===== src/design/sadpcm_pkg.sv =====
// Shared types, constants and tables for the stereo ADPCM nibble decoder.
package sadpcm_pkg;

  localparam int unsigned IDX_W   = 7;
  localparam int unsigned STEP_W  = 15;
  localparam int unsigned PCM_W   = 16;
  localparam logic [IDX_W-1:0] IDX_MAX = 7'd88;
  localparam logic signed [PCM_W+1:0] PCM_MAX = 18'sd32767;
  localparam logic signed [PCM_W+1:0] PCM_MIN = -18'sd32768;

  // Quantizer step sizes, indexed by the step index.
  localparam logic [STEP_W-1:0] STEP_TABLE [0:88] = '{
    15'h0007, 15'h0008, 15'h0009, 15'h000A, 15'h000B, 15'h000C, 15'h000D, 15'h000F,
    15'h0010, 15'h0012, 15'h0013, 15'h0015, 15'h0017, 15'h001A, 15'h001C, 15'h001F,
    15'h0022, 15'h0026, 15'h0029, 15'h002E, 15'h0032, 15'h0037, 15'h003D, 15'h0043,
    15'h004A, 15'h0051, 15'h0059, 15'h0062, 15'h006C, 15'h0076, 15'h0082, 15'h008F,
    15'h009E, 15'h00AD, 15'h00BF, 15'h00D2, 15'h00E7, 15'h00FE, 15'h0117, 15'h0133,
    15'h0152, 15'h0174, 15'h0199, 15'h01C2, 15'h01EF, 15'h0220, 15'h0256, 15'h0292,
    15'h02D4, 15'h031D, 15'h036C, 15'h03C4, 15'h0424, 15'h048E, 15'h0503, 15'h0583,
    15'h0610, 15'h06AC, 15'h0756, 15'h0812, 15'h08E1, 15'h09C4, 15'h0ABE, 15'h0BD1,
    15'h0CFF, 15'h0E4C, 15'h0FBA, 15'h114D, 15'h1308, 15'h14EF, 15'h1707, 15'h1954,
    15'h1BDD, 15'h1EA6, 15'h21B7, 15'h2516, 15'h28CB, 15'h2CDF, 15'h315C, 15'h364C,
    15'h3BBA, 15'h41B2, 15'h4844, 15'h4F7E, 15'h5771, 15'h6030, 15'h69CE, 15'h7463,
    15'h7FFF
  };

  // Request from the top level to one channel lane.
  typedef struct packed {
    logic             en;
    logic             load;
    logic [3:0]       code;
    logic [IDX_W-1:0] start_index;
  } lane_req_t;

  // Step index adjustment for a 3-bit magnitude.
  function automatic logic signed [4:0] index_adjust(input logic [2:0] mag);
    logic signed [4:0] adj;
    case (mag)
      3'd4:    adj = 5'sd2;
      3'd5:    adj = 5'sd4;
      3'd6:    adj = 5'sd6;
      3'd7:    adj = 5'sd8;
      default: adj = -5'sd1;
    endcase
    return adj;
  endfunction

endpackage


===== src/design/sadpcm_lane.sv =====
// One channel decoder lane: predictor and step index state plus the nibble update.
module sadpcm_lane (
  input  logic                               clk,
  input  logic                               rst_n,
  input  sadpcm_pkg::lane_req_t              req,
  output logic signed [sadpcm_pkg::PCM_W-1:0] sample
);
  import sadpcm_pkg::*;

  logic signed [PCM_W-1:0] pred_r, pred_nxt;
  logic [IDX_W-1:0]        idx_r, idx_nxt;
  logic [IDX_W-1:0]        cur;
  logic [2:0]              mag;
  logic [STEP_W-1:0]       step;
  logic [STEP_W+3:0]       prod;
  logic [PCM_W-1:0]        diff;
  logic signed [PCM_W+1:0] sum;
  logic signed [4:0]       adj;
  logic signed [IDX_W+1:0] ni;

  always_comb begin
    if (req.load) begin
      cur = (req.start_index > IDX_MAX) ? IDX_MAX : req.start_index;
    end else begin
      cur = idx_r;
    end
    mag  = req.code[2:0];
    step = STEP_TABLE[cur];
    prod = {15'd0, mag, 1'b1} * {4'd0, step};
    diff = prod[STEP_W+3:3];
    if (req.code[3]) begin
      sum = {{2{pred_r[PCM_W-1]}}, pred_r} - $signed({2'b00, diff});
    end else begin
      sum = {{2{pred_r[PCM_W-1]}}, pred_r} + $signed({2'b00, diff});
    end
    if (sum > PCM_MAX) begin
      pred_nxt = PCM_MAX[PCM_W-1:0];
    end else if (sum < PCM_MIN) begin
      pred_nxt = PCM_MIN[PCM_W-1:0];
    end else begin
      pred_nxt = sum[PCM_W-1:0];
    end
    adj = index_adjust(mag);
    ni  = $signed({2'b00, cur}) + $signed({{(IDX_W-3){adj[4]}}, adj});
    if (ni < 0) begin
      idx_nxt = '0;
    end else if (ni > $signed({2'b00, IDX_MAX})) begin
      idx_nxt = IDX_MAX;
    end else begin
      idx_nxt = ni[IDX_W-1:0];
    end
  end

  always_ff @(posedge clk) begin
    if (!rst_n) begin
      pred_r <= '0;
      idx_r  <= '0;
    end else if (req.en) begin
      pred_r <= pred_nxt;
      idx_r  <= idx_nxt;
    end
  end

  assign sample = pred_nxt;

endmodule


===== src/design/sadpcm_merge.sv =====
// Merging stage: joins both lane samples into one result and buffers it in a two-entry skid queue.
module sadpcm_merge (
  input  logic                               clk,
  input  logic                               rst_n,
  input  logic                               push,
  input  logic signed [sadpcm_pkg::PCM_W-1:0] left_sample,
  input  logic signed [sadpcm_pkg::PCM_W-1:0] right_sample,
  output logic                               has_room,
  output logic                               out_tvalid,
  input  logic                               out_tready,
  output logic [2*sadpcm_pkg::PCM_W-1:0]     out_tdata
);
  import sadpcm_pkg::*;

  logic [2*PCM_W-1:0] buf_r [2];
  logic               wr_ptr_r, rd_ptr_r;
  logic [1:0]         count_r;
  logic               pop;

  assign has_room   = (count_r != 2'd2);
  assign out_tvalid = (count_r != 2'd0);
  assign out_tdata  = buf_r[rd_ptr_r];
  assign pop        = out_tvalid && out_tready;

  always_ff @(posedge clk) begin
    if (push) begin
      buf_r[wr_ptr_r] <= {right_sample, left_sample};
    end
  end

  always_ff @(posedge clk) begin
    if (!rst_n) begin
      wr_ptr_r <= 1'b0;
      rd_ptr_r <= 1'b0;
      count_r  <= 2'd0;
    end else begin
      if (push) begin
        wr_ptr_r <= ~wr_ptr_r;
      end
      if (pop) begin
        rd_ptr_r <= ~rd_ptr_r;
      end
      if (push && !pop) begin
        count_r <= count_r + 2'd1;
      end else if (pop && !push) begin
        count_r <= count_r - 2'd1;
      end
    end
  end

endmodule


===== src/design/stereo_adpcm_nibble_decoder.sv =====
// Top level of the stereo 4-bit ADPCM nibble decoder.
//
// Each input transaction carries one code byte: the high nibble is decoded
// by the left lane and the low nibble by the right lane, both in the same
// cycle, and one output transaction with both 16-bit samples follows. The
// block takes one transaction per clock cycle while in_tready is high, and
// registers each result into the output queue when it accepts the input. The
// rate rests on the per-channel update loop (step table read, small multiply,
// add and saturate, index clamp) being combinational in each lane. A two-entry
// queue behind the lanes lets the block keep accepting while a finished result
// waits to be taken; in_tready drops only when both entries are occupied. When
// tuser is set, both step indices are reloaded from the header fields (values
// above 88 are treated as 88) before the byte is decoded; predictors carry over.
module stereo_adpcm_nibble_decoder (
  input  logic        clk,
  input  logic        rst_n,
  input  logic        in_tvalid,
  output logic        in_tready,
  // [7:0] data_byte, [14:8] start_index_left, [21:15] start_index_right, [23:22] zero
  input  logic [23:0] in_tdata,
  // [0] chunk_start
  input  logic [0:0]  in_tuser,
  output logic        out_tvalid,
  input  logic        out_tready,
  // [15:0] left_sample, [31:16] right_sample
  output logic [31:0] out_tdata
);
  import sadpcm_pkg::*;

  logic                    accept;
  logic                    has_room;
  lane_req_t               left_req, right_req;
  logic signed [PCM_W-1:0] left_sample, right_sample;

  // A transaction is taken whenever the output queue has a free entry.
  assign in_tready = has_room;
  assign accept    = in_tvalid && in_tready;

  // The lanes only advance their state on an accepted transaction.
  always_comb begin
    left_req.en           = accept;
    left_req.load         = in_tuser[0];
    left_req.code         = in_tdata[7:4];
    left_req.start_index  = in_tdata[14:8];
    right_req.en          = accept;
    right_req.load        = in_tuser[0];
    right_req.code        = in_tdata[3:0];
    right_req.start_index = in_tdata[21:15];
  end

  sadpcm_lane u_left_lane (
    .clk    (clk),
    .rst_n  (rst_n),
    .req    (left_req),
    .sample (left_sample)
  );

  sadpcm_lane u_right_lane (
    .clk    (clk),
    .rst_n  (rst_n),
    .req    (right_req),
    .sample (right_sample)
  );

  sadpcm_merge u_merge (
    .clk          (clk),
    .rst_n        (rst_n),
    .push         (accept),
    .left_sample  (left_sample),
    .right_sample (right_sample),
    .has_room     (has_room),
    .out_tvalid   (out_tvalid),
    .out_tready   (out_tready),
    .out_tdata    (out_tdata)
  );

endmodule


===== config.mk =====
export PLATFORM = sky130hd
export DESIGN_NAME = stereo_adpcm_nibble_decoder
export DESIGN_NICKNAME = d
export VERILOG_FILES = /design/src/design/sadpcm_pkg.sv /design/src/design/sadpcm_lane.sv /design/src/design/sadpcm_merge.sv /design/src/design/stereo_adpcm_nibble_decoder.sv
export SDC_FILE = /design/constraint.sdc
export NUM_CORES = 1
export LEC_CHECK = 0
export ABC_AREA = 0
export BUFFER_PORTS_ARGS = -buffer_cell sky130_fd_sc_hd__buf_2
export CAP_MARGIN = 5
export CORE_MARGIN = 1
export CORE_UTILIZATION = 50
export DETAILED_ROUTE_END_ITERATION = 10
export PLACE_DENSITY = 0.68
export SKIP_CTS_REPAIR_TIMING = 1
export SKIP_LAST_GASP = 1
export SLEW_MARGIN = 10
export SYNTH_ARGS = -nofsm -noshare
export SYNTH_HDL_FRONTEND = slang
export SYNTH_SLANG_ARGS = --single-unit
export TNS_END_PERCENT = 20

===== constraint.sdc =====
create_clock -name clk -period 11 [get_ports clk]
set_input_delay 0.55 -clock clk [delete_from_list [all_inputs] [get_ports clk]]
set_output_delay 0.55 -clock clk [all_outputs]
set_load 0.005 [all_outputs]

* Word level (Yosys, flattened, before mapping)
Memories as Yosys holds them, arrays and structs flattened. A register that Yosys moved wholly into a read port is not among the register bits.
Index checks and enable logic that the tools add are counted.
** Cells by class
- $add $sub $neg :: 8
- $mul :: 2
- Magnitude comparators :: 12
- Equality and inequality tests :: 9
- Multiplexer cells :: 26
- Bitwise gates (word level) :: 4
- Reductions and logical operators :: 8
** Operators with widths (count)
- $mux 16 :: 4
- $mux 15 :: 4
- $mux 7 :: 8
- $pmux 5 s4 :: 2
- $mul 4x15->19 :: 2
- $add 16x17->18 :: 2
- $gt 18x16->1 const B :: 2
- $lt 18x16->1 const B :: 2
- $mux 18 :: 2
- $sub 16x17->18 :: 2
- $eq 3x3->1 const B :: 8
- $add 8x5->9 :: 2
- $gt 9x8->1 const B :: 2
- $lt 9x1->1 const B :: 2
- $ge 8x8->1 const B :: 2
- $not 7->8 :: 2
- $gt 7x7->1 const B :: 2
- $logic_and 1x1->1 :: 4
- $mux 1 :: 4
- $mux 2 :: 2
- $reduce_bool 2->1 :: 2
- $add 2x1->2 const B :: 1
- $logic_not 1->1 :: 2
- $ne 2x2->1 const B :: 1
- 2 further kinds :: 3
** Storage, ports and cells
- Register bits after elaboration :: 50
- Bits in writable memories :: 64
- ROM bits :: 3840
- Bits of input ports :: 29
- Output and inout bits :: 34
- Logic and storage cells :: 79
- Memories :: 3
** Memories
- (name not given) :: depth 128, width 15, read ports 1, clocked after memory_dff 0, wr ports 0, line sadpcm_lane.sv:28 : step = STEP_TABLE[cur];
- (name not given) :: depth 128, width 15, read ports 1, clocked after memory_dff 0, wr ports 0, line sadpcm_lane.sv:28
- u_merge.buf_r :: depth 2, width 32, read ports 1, clocked after memory_dff 1, wr ports 1, line sadpcm_merge.sv:15 : logic [2*PCM_W-1:0] buf_r [2];

* Depth between registers and ports, before layout
Gate-level depths: netlist (run 1).
- Depth in word-level cells :: 13
- Depth in mapped cells :: 50
- Depth with buffers taken out :: 45

* Cells and area by module
A second synthesis (run 1) with hierarchy kept.
** Second synthesis, totals
- Cells, all modules :: 1827
- Area total of the unflattened synthesis :: 14661.6 um^2
** Modules (own cells, without submodules)
- sadpcm_lane (u_left_lane) :: instances 1, cells an instance 867, area an instance 6179.7 um^2, seq. area each 460.4 um^2
- sadpcm_lane (u_right_lane) :: instances 1, cells an instance 837, area an instance 5953.2 um^2, seq. area each 460.4 um^2
- sadpcm_merge :: instances 1, cells an instance 122, area an instance 2522.4 um^2, seq. area each 2021.9 um^2
- stereo_adpcm_nibble_decoder :: instances 1, cells an instance 1, area an instance 6.3 um^2, seq. area each 0.0 um^2

* Worst setup path before layout (run 1)
Ideal clock, no wire load.
- Path type :: input port to flip-flop
- Start :: input in_tuser
- End :: memory u_merge.buf_r[0][4] in the netlist's numbering (data pin)
- Setup time :: 0.264 ns
- Data arrival time :: 9.521 ns
- Setup slack :: 1.215 ns
- Stages :: 44
- Buffers on the path :: 5
- Cell sequence :: buf_6 buf_6 buf_6 mux2i_1 nor2_1 inv_1 ha_1 clkbuf_1 nor2_1 a21oi_1 nor2_1 a211oi_1 o21ai_0 o21ai_0 a221oi_1 and2_1 fa_1 inv_1 (+8 left out) or2_2 or4_4 a31oi_4 o211ai_4 a211oi_4 and2_1 nor2_1 xor2_1 ha_1 a2111o_1 o41a_1 a31o_2 or2_2 a221oi_2 nor4_4 nand2_1 buf_6 o21ai_1
** On the way
- Word-level cells in the longest chain between the ends :: 11
- Elaborated cells between the ends (all ways) :: 13
** Ends and longest elaborated chain
- start, declared :: line stereo_adpcm_nibble_decoder.sv:22 : input logic [0:0] in_tuser,
- $mux 7 * :: line sadpcm_lane.sv:22 : if (req.load) begin
- $not 7->8 (not written as such) * :: line sadpcm_lane.sv:28
- $mem_v2 128x15 *
- $mux 15 (not written as such) * (2 in a row) :: line sadpcm_lane.sv:28
- $mul 4x15->19 * :: line sadpcm_lane.sv:29 : prod = {15'd0, mag, 1'b1} * {4'd0, step};
- $add 16x17->18 / $sub 16x17->18 (equally long branches) :: line sadpcm_lane.sv:34, sadpcm_lane.sv:32
- $mux 18 * :: line sadpcm_lane.sv:31 : if (req.code[3]) begin
- $lt 18x16->1 :: line sadpcm_lane.sv:38 : end else if (sum < PCM_MIN) begin
- $mux 16 :: line sadpcm_lane.sv:38
- $mux 16 * :: line sadpcm_lane.sv:36 : if (sum > PCM_MAX) begin
- net left_sample[4] :: line stereo_adpcm_nibble_decoder.sv:33 : logic signed [PCM_W-1:0] left_sample, right_sample;
- end, declared :: line sadpcm_merge.sv:15
Mark *: on every way through the listed nets, which the timed path passes. The rest lies on a longest branch. The select of a mux whose other input is x is not followed.

* Worst setup path after layout (run 1)
- Start :: input in_tuser
- End :: memory u_merge.buf_r[0][17] in the netlist's numbering (data pin)
** On the way
- Word-level cells in the longest chain between the ends :: 11
- Elaborated cells between the ends (all ways) :: 13
** Ends and longest elaborated chain (line)
- $mux 7 * :: sadpcm_lane.sv:22
- $not 7->8 (not written as such) * :: sadpcm_lane.sv:28
- $mem_v2 128x15 *
- $mux 15 (not written as such) * (2 in a row) :: sadpcm_lane.sv:28
- $mul 4x15->19 * :: sadpcm_lane.sv:29
- $add 16x17->18 / $sub 16x17->18 (equally long branches) :: sadpcm_lane.sv:34, sadpcm_lane.sv:32
- $mux 18 * :: sadpcm_lane.sv:31
- $lt 18x16->1 :: sadpcm_lane.sv:38
- $mux 16 :: sadpcm_lane.sv:38
- $mux 16 * :: sadpcm_lane.sv:36
- net right_sample[1] :: stereo_adpcm_nibble_decoder.sv:33
Marked as above.

==> key figures, run 1 <==
Hold path
  – Hold Path Depth: 2
  – Min-Delay Path Class: register to register

Finish
  – Area growth syn-to-layout: 9.94%
  – Layout cells sized above 1: 12.5%
  – Final non-filler cell total: around 2300
  – FF/Latch Area: slightly below 3000 µm²
  – Final instance area: 16300 µm²
  – Utilization after layout: 56.3%
  – Diodes inserted: 0
  – Area of the multi-input gates: 10800 µm²
  – Post-layout net count: ~2100
  – Filler cells: ~2700

Setup path
  – Slowest CP cell: nor2_1
  – FF-to-FF End: u_merge.buf_r[0][12]$_DFFE_PP_
  – Worst Path Arrival: approximately 11 ns
  – Type of the worst setup path: input pin to register
  – R2r startpoint: u_left_lane.idx_r[1]$_SDFFE_PN0P_
  – Crit-path max FO: 21
  – Max stage delay on crit path: ~0.70 ns
  – Req. time, crit path: between 10 and 15 ns
  – R2R setup slack: roughly 0.67 ns
  – Crit path buf inv count: 4
  – CP delay by family, top: compound AO/OA/AOI/OAI gates
  – Critical path launch point: in_tuser
  – Critical path launch point type: input pin
  – WP depth: 42
  – End of the critical path: u_merge.buf_r[0][17]$_DFFE_PP_
  – Crit. End Element: register
  – FF-to-FF path depth: 37

CTS
  – CTS tree: yes
  – Max clock buf depth: 2
  – Clock sinks: 115
  – Clock Latency Late Sink: ~0.42 ns
  – Clk pin slew, worst setup/hold paths: about 0.06 ns
  – H-tree levels: 4
  – Root buffer cell: clkbuf_16
  – CTS buffer count: 17

Yosys
  – Top-count cell post-synth: nor2_1
  – Most frequent cells after synthesis: nor2_1, inv_1, nand2_1
  – #FFs+latches synth: between 100 and 150
  – Syn Std Cell Area: about 15000 µm²
  – Register area share after synthesis: between 15 and 20%
  – Synth warnings: 0
  – Leading post-synthesis cells by cell area: edfxtp_1, ha_1, fa_1
  – Post-synth EDFFs: 64
  – Net count of the mapped netlist: around 2100
  – Top-area cell type share of the netlist area: between 10% and 20%
  – Syn Inst Count: 1874
  – Synth area leader: edfxtp_1
  – Asr flop ratio synth: 0%
  – Yosys cell types: 92
  – Synth Flop Type: edfxtp_1
  – Avg Cell Area, Syn: around 8 µm²

Floorplan
  – Die Wd: between 150 and 200 µm
  – Row count: 62
  – Die Span Y: between 150 and 200 µm
  – I/O pin cnt: 63
  – Core area: a little under 30000 µm²
  – Die Area: around 30000 µm²
  – Initial Util: approximately half

Power
  – VDD IR max: between 0.00015 and 0.0002 V
  – PD cells: between 300 and 400 nW/µm²
  – Tot Pwr: between 5 and 6 mW
  – Logic pwr share: between 70% and 80%
  – Static Leak: 7.02 nW
  – P_int: about 2.8 mW
  – Flop pwr share: between 10% and 20%
  – Sw Share: between 40 and 50%
  – Power share of the clock group: 11.8%
  – Sw Pwr: ~2.7 mW

Global routing
  – Largest net degree at the start of global routing: 40
  – First-pass GRT wire length: 65.7 mm
  – Initial antenna violation count: 0
  – Vias in the first global route: ~13000
  – Total Routing Usage GR: 26.0%
  – GRT Residual Overflow: 0

STA
  – RSZ-0062 raised after global routing: yes
  – Worst slew pin tran: ~1.2 ns
  – Max frequency: between 0.09 and 0.1 GHz
  – Final clock skew: between 0.015 and 0.02 ns
  – Fin. max-slew vios: 0
  – Rel. slew slack: 19.6%
  – Period minus WS final: between 10 and 15 ns
  – Worst setup margin: approximately 0.55 ns
  – Setup violators final: 0
  – Final hold vios: 0
  – Final worst-path cycle share: between 90% and 100%

Route
  – Avg WL per Cell: between 15 and 20 µm
  – Detailed Routing Iterations Pass 1: 6
  – Via count: roughly 14000
  – Routed Antenna Nets: 0
  – Iter 0 DRT Violations: around 1400
  – # DRC: 0
  – Via-per-instance ratio: about 6
  – Drt total wl: slightly below 40 mm

Place
  – Setup Slack @ Placement: 0.229 ns
  – Placed cell count: ~2300
  – Post-DP Area: between 15000 and 20000 µm²
  – GP Congestion: between 0.9 and 1
  – Hpwl dp: around 30 mm
  – Port Buffers: 60

Job
  – Max-Cap Viols: 0

Outcome
  – Status: complete, no violations
## cells by family (layout without fill, tap and decap cells)
| logic type | count (synthesis) | count (layout) | share of synthesized area (%) |
|---|---|---|---|
| AOI/OAI and AO/OA | 588 | 588 | 26.7 |
| and+or+nand+nor | 563 | 563 | 17.8 |
| buffers and inverters | 270 | 321 | 7.39 |
| adders and majority gates | 177 | 177 | 17.8 |
| DFF | 115 | 115 | 19.9 |
| xor gates and xnor gates | 105 | 105 | 6.27 |
| muxes | 56 | 56 | 4.14 |
## flip-flops by register name, indices dropped and copies added, names as in the netlist, named ones only
signal               cells
u_merge.rd_ptr_r         1
u_merge.count_r          2
u_right_lane.pred_r     16
u_left_lane.idx_r        7
u_merge.wr_ptr_r         1
u_right_lane.idx_r       7
u_merge.buf_r           64
u_left_lane.pred_r      16
## power groups by stage
stage          Clock (mW)  Sequential, mW  Combinational [mW]
3_3_place_gp            0           0.864                3.80
6_report            0.643           0.865                3.96
2_1_floorplan           0           0.844                3.04
3_5_place_dp            0           0.871                3.91
5_1_grt             0.669           0.882                4.44
4_1_cts             0.651           0.865                3.95
## final cells by class
class,instances,area share [%]
clock inverter,14,1.56
multi-input combinational,1489,66.2
tap,384,2.96
clock buffer,18,2.64
timing repair buffer,121,4.67
sequential,115,18.1
inverter,168,3.88
## how the worst min path moves through the flow
stage / startpoint / end / slack, ns
after floorplan: u_left_lane.idx_r[4]$_SDFFE_PN0P_ / u_left_lane.idx_r[4]$_SDFFE_PN0P_ / 0.43
after global routing: u_right_lane.idx_r[4]$_SDFFE_PN0P_ / u_right_lane.idx_r[4]$_SDFFE_PN0P_ / 0.50
after global placement: u_right_lane.idx_r[4]$_SDFFE_PN0P_ / u_right_lane.idx_r[4]$_SDFFE_PN0P_ / 0.47
after CTS: u_right_lane.pred_r[0]$_SDFFE_PN0P_ / u_right_lane.pred_r[0]$_SDFFE_PN0P_ / 0.49
after detailed placement: u_right_lane.idx_r[4]$_SDFFE_PN0P_ / u_right_lane.idx_r[4]$_SDFFE_PN0P_ / 0.48
final: u_right_lane.idx_r[4]$_SDFFE_PN0P_ / u_right_lane.idx_r[4]$_SDFFE_PN0P_ / 0.48
## cells in the final DEF, fill, tap and decap left out, types with 45 or more instances in the layout
master,synthesis,layout
fa_1,56,56
xnor2_1,59,59
buf_2,10,60
a21oi_1,139,138
edfxtp_1,64,64
o21ai_0,131,130
ha_1,121,121
nand2_1,149,149
xor2_1,45,45
buf_4,5,61
dfxtp_1,51,51
nor2_1,188,187
inv_1,161,161
## layer usage
layer	share of wire (%)	GRT usage [%]	wire length, µm
met5	0	0	0
met4	1.6	6.18	615
met3	6.0	3.00	2360
met2	46	43.0	18100
met1	47	36.1	18600
## worst register-to-register path: cells and delay by family (launching register included)
kind,cells,cell delay [ns]
buffers and inverters,4,0.52
muxes,1,0.18
and+or+nand+nor,10,2.87
adders and majority gates,5,2.26
AOI/OAI and AO/OA,15,3.38
DFF,1,0.39
xor gates and xnor gates,2,0.41
## stage by stage
| stage | setup TNS (ns) | hold slack (ns) |
|---|---|---|
| detailed placement | 0 | 0.475 |
| floorplan | 0 | 0.432 |
| finish | 0 | 0.483 |
| global placement | 0 | 0.468 |
| global route | -0.725 | 0.502 |
| CTS | 0 | 0.490 |
Note: power is estimated with default switching activity, not from simulation.
==> run 2, diff against run 1 <==
--- a/config.mk
+++ b/config.mk
@@ -17,5 +17,6 @@
 export SLEW_MARGIN = 10
 export SYNTH_ARGS = -nofsm -noshare
 export SYNTH_HDL_FRONTEND = slang
+export SYNTH_HIERARCHICAL = 1
 export SYNTH_SLANG_ARGS = --single-unit
 export TNS_END_PERCENT = 20
==> constraint.sdc (replaced) <==
create_clock -name clk -period 12.65 [get_ports clk]
set_input_delay 0.6325 -clock clk [delete_from_list [all_inputs] [get_ports clk]]
set_output_delay 0.6325 -clock clk [all_outputs]
set_load 0.005 [all_outputs]
==> run 2 against run 1 <==
  * Synthesized area is 0.81% lower
  * Hold slack better by 0.0084 ns
  * Critical endpoint is now u_merge/buf_r[0][21]$_DFFE_PP_
  * Routed wire length is 7.4% lower
  * Die area is 0.80% lower
  * Sequential share of layout area is 0.59 points higher
  * Register-to-register slack better by 2.2 ns
  * Setup slack better by 1.7 ns
  * Largest cell class unchanged
==> key figures, run 2 <==
Outcome
  – Status: complete, no violations

STA
  – Period minus WS final: around 10 ns
  – Rel. slew slack: 45.5% (+26 points)
  – Max frequency: between 0.09 and 0.1 GHz
  – Setup TNS: 0 ns (unchanged)
  – Final clock skew: 0.0293 ns (+0.0141 ns)
  – Fin. max-slew vios: 0 (unchanged)
  – Setup violators final: 0 (unchanged)
  – Final hold vios: 0 (unchanged)
  – RSZ-0062 raised after global routing: no
  – Final worst-path cycle share: 82.4%
  – Worst slew pin tran: 0.818 ns (-0.383 ns)

Global routing
  – Total Routing Usage GR: 24.0% (-2.0 points)
  – Initial antenna violation count: 1 (+1)
  – Vias in the first global route: 12200 (-7.8%)
  – GRT Residual Overflow: 0 (unchanged)
  – First-pass GRT wire length: 60.6 mm (-7.8%)
  – Largest net degree at the start of global routing: 54 (+35%)

Finish
  – Top Registers: u_merge/buf_r: 64 flops, u_left_lane/pred_r: 16 flops, u_right_lane/pred_r: 16 flops
  – Most frequent cells in the layout: nor2_1, nand2_1, inv_1
  – Diodes inserted: 0 (unchanged)
  – Utilization after layout: 54.7% (-1.6 points)
  – Area growth syn-to-layout: 7.34%
  – Top reg by flops: u_merge/buf_r
  – Most common cell after layout, fill and taps aside: nor2_1
  – Filler cells: 2709 (unchanged)
  – Layout cells sized above 1: 10.6% (-1.8 points)
  – Max reg flops: 64 (unchanged)
  – Post-layout net count: 2028 (-4.2%)

Setup path
  – Worst Path Arrival: 10.68 ns (about the same)
  – R2r startpoint: u_right_lane/idx_r[2]$_SDFFE_PN0P_
  – Type of the worst setup path: input pin to register
  – Critical path launch point: in_tuser
  – Crit-path max FO: 40 (+90%)
  – Critical path launch point type: input pin
  – Slowest CP cell: a222oi_1
  – Req. time, crit path: 12.91 ns (+1.69 ns)
  – Max stage delay on crit path: 0.78 ns (+0.08 ns)
  – Crit. End Element: register

Place
  – Port Buffers: 60 (unchanged)
  – GP Congestion: 0.953 (-0.29%)
  – Hpwl dp: 26.7 mm (-10%)

Yosys
  – Post-synth EDFFs: 64 (unchanged)
  – Syn Std Cell Area: 14700 µm² (-0.81%)
  – Avg Cell Area, Syn: 8.02 µm² (+1.7%)
  – Syn Inst Count: 1827 (-2.5%)
  – Leading post-synthesis cells by cell area: edfxtp_1, ha_1, fa_1
  – Synth area leader: edfxtp_1
  – Net count of the mapped netlist: 2033 (-2.3%)
  – Register area share after synthesis: 20.1% (+0.16 points)
  – Top-area cell type share of the netlist area: 13.1% (+0.11 points)
  – #FFs+latches synth: 115 (unchanged)
  – Top-count cell post-synth: nor2_1
  – Most frequent cells after synthesis: nor2_1, nand2_1, inv_1
  – Synth Flop Type: edfxtp_1
  – Yosys cell types: 101 (+9.8%)
  – Asr flop ratio synth: 0% (unchanged)
  – Synth warnings: 6 (+6)

Power
  – PD cells: 309 nW/µm² (-8.3%)
  – Sw Pwr: 2.40 mW (-9.5%)
  – Static Leak: 6.63 nW (-5.6%)
  – VDD IR max: 0.000194 V (-1.6%)
  – P_int: 2.46 mW (-13%)
  – Logic pwr share: 73.8% (+1.4 points)
  – Flop pwr share: 15.6% (-0.2 points)
  – Sw Share: 49.4% (+0.90 points)
  – Power share of the clock group: 10.6% (-1.2 points)

Floorplan
  – Core area: 28800 µm² (-0.27%)
  – Die Span Y: 173 µm (-0.40%)
  – I/O pin cnt: 63 (unchanged)
  – Initial Util: 50.9% (-0.28 points)
  – Die Wd: 173 µm (-0.40%)
  – Die Area: 30000 µm² (-0.80%)
  – Row count: 62 (unchanged)

Route
  – Detailed Routing Iterations Pass 1: 6 (unchanged)
  – Via count: 13300 (-4.4%)
  – Avg WL per Cell: 16.5 µm (-3.7%)
  – # DRC: 0 (unchanged)
  – Routed Antenna Nets: 0 (unchanged)
  – Iter 0 DRT Violations: 1109 (-21%)
  – Drt total wl: 36.7 mm (-7.4%)
  – Via-per-instance ratio: 5.98 (-0.51%)

CTS
  – Root buffer cell: clkbuf_16
  – Max clock buf depth: 2 (unchanged)
  – Clk pin slew, worst setup/hold paths: 0.06 ns (about the same)
  – CTS tree: yes
  – Clock Latency Late Sink: 0.43 ns (about the same)
  – Clock sinks: 115 (unchanged)
  – H-tree levels: 4 (unchanged)
  – CTS buffer count: 17 (unchanged)

Hold path
  – Min-Delay Path Class: register to register
  – Hold path start: u_right_lane/pred_r[0]$_SDFFE_PN0P_

Job
  – Max-Cap Viols: 0 (unchanged)
==> run 2: cell types whose count changed in the layout (fill, tap and decap cells not counted), sizes merged, moves of 6 or more <==
cell and delta:
buf -44, nand2b +16, and2 -15, nor2 -15, a21oi +12, nor2b +11, or3 -11, a32oi -8
o21ai -8, xor2 -7, or2 -6
==> run 2: cell families (layout without fill, tap and decap cells) <==
logic type	after synthesis	count (layout)	share of synthesized area [%]
compound gates	568	568	26.2
xor+xnor	102	102	6.09
fa+ha+maj	177	177	18.0
buf+inv	259	267	7.28
flops	115	115	20.1
mux	57	57	4.39
simple gates	549	549	17.9
==> run 2: area by class of cell <==
class / instances / area (µm²) / share of cell area, %
Tap cell: 384 / 480 / 3.05
Multi-Input combinational cell: 1453 / 10700 / 67.8
Sequential cell: 115 / 2940 / 18.7
Clock buffer: 17 / 425 / 2.70
Clock inverter: 15 / 195 / 1.24
Inverter: 158 / 596 / 3.78
Timing Repair Buffer: 77 / 428 / 2.72
==> run 2: per-stage QoR <==
step	setup slack, ns	instances	power, mW	hold WS [ns]	cell area, µm²
after floorplan	3.44	1827	3.60	0.455	14700
after global placement	2.03	2187	4.21	0.473	15100
after detailed placement	1.95	2187	4.29	0.479	15100
after CTS	2.34	2219	4.85	0.491	15700
after global routing	1.53	2219	5.34	0.495	15700
final	2.23	2219	4.86	0.491	15700
==> run 2: path summary, 6_finish.rpt <==
kind	slack [ns]	depth (start not counted)	end
worst max register to register	2.87	37	u_merge/buf_r[0][21]$_DFFE_PP_
worst min-delay path	0.49	2	u_right_lane/pred_r[0]$_SDFFE_PN0P_
worst max-delay path	2.23	40	u_merge/buf_r[0][21]$_DFFE_PP_
worst min register to register	0.49	2	u_right_lane/pred_r[0]$_SDFFE_PN0P_
==> run 2: power by group through the flow <==
stage	Sequential, mW	Combinational, mW	Clock, mW
detailed placement	0.763	3.53	0
CTS	0.757	3.57	0.526
global placement	0.757	3.45	0
finish	0.757	3.59	0.516
global route	0.769	4.03	0.538
floorplan	0.743	2.86	0
==> run 2: metal layers <==
metal	share of wire (%)	GRT usage [%]	wire [µm]	vias up
met5	0.022	0	8	-
met4	1.9	6.01	691	2
met3	6.0	3.64	2220	69
met2	44	38.1	16100	448
met1	48	34.0	17600	6222
li1	-	-	-	6524
==> run 2: critical path: cells and delay by family <==
kind | cells | cell delay (ns)
AOI/OAI and AO/OA | 11 | 3.08
xor gates and xnor gates | 3 | 0.49
adders and majority gates | 5 | 1.94
buffers and inverters | 5 | 1.28
and+or+nand+nor | 16 | 3.26
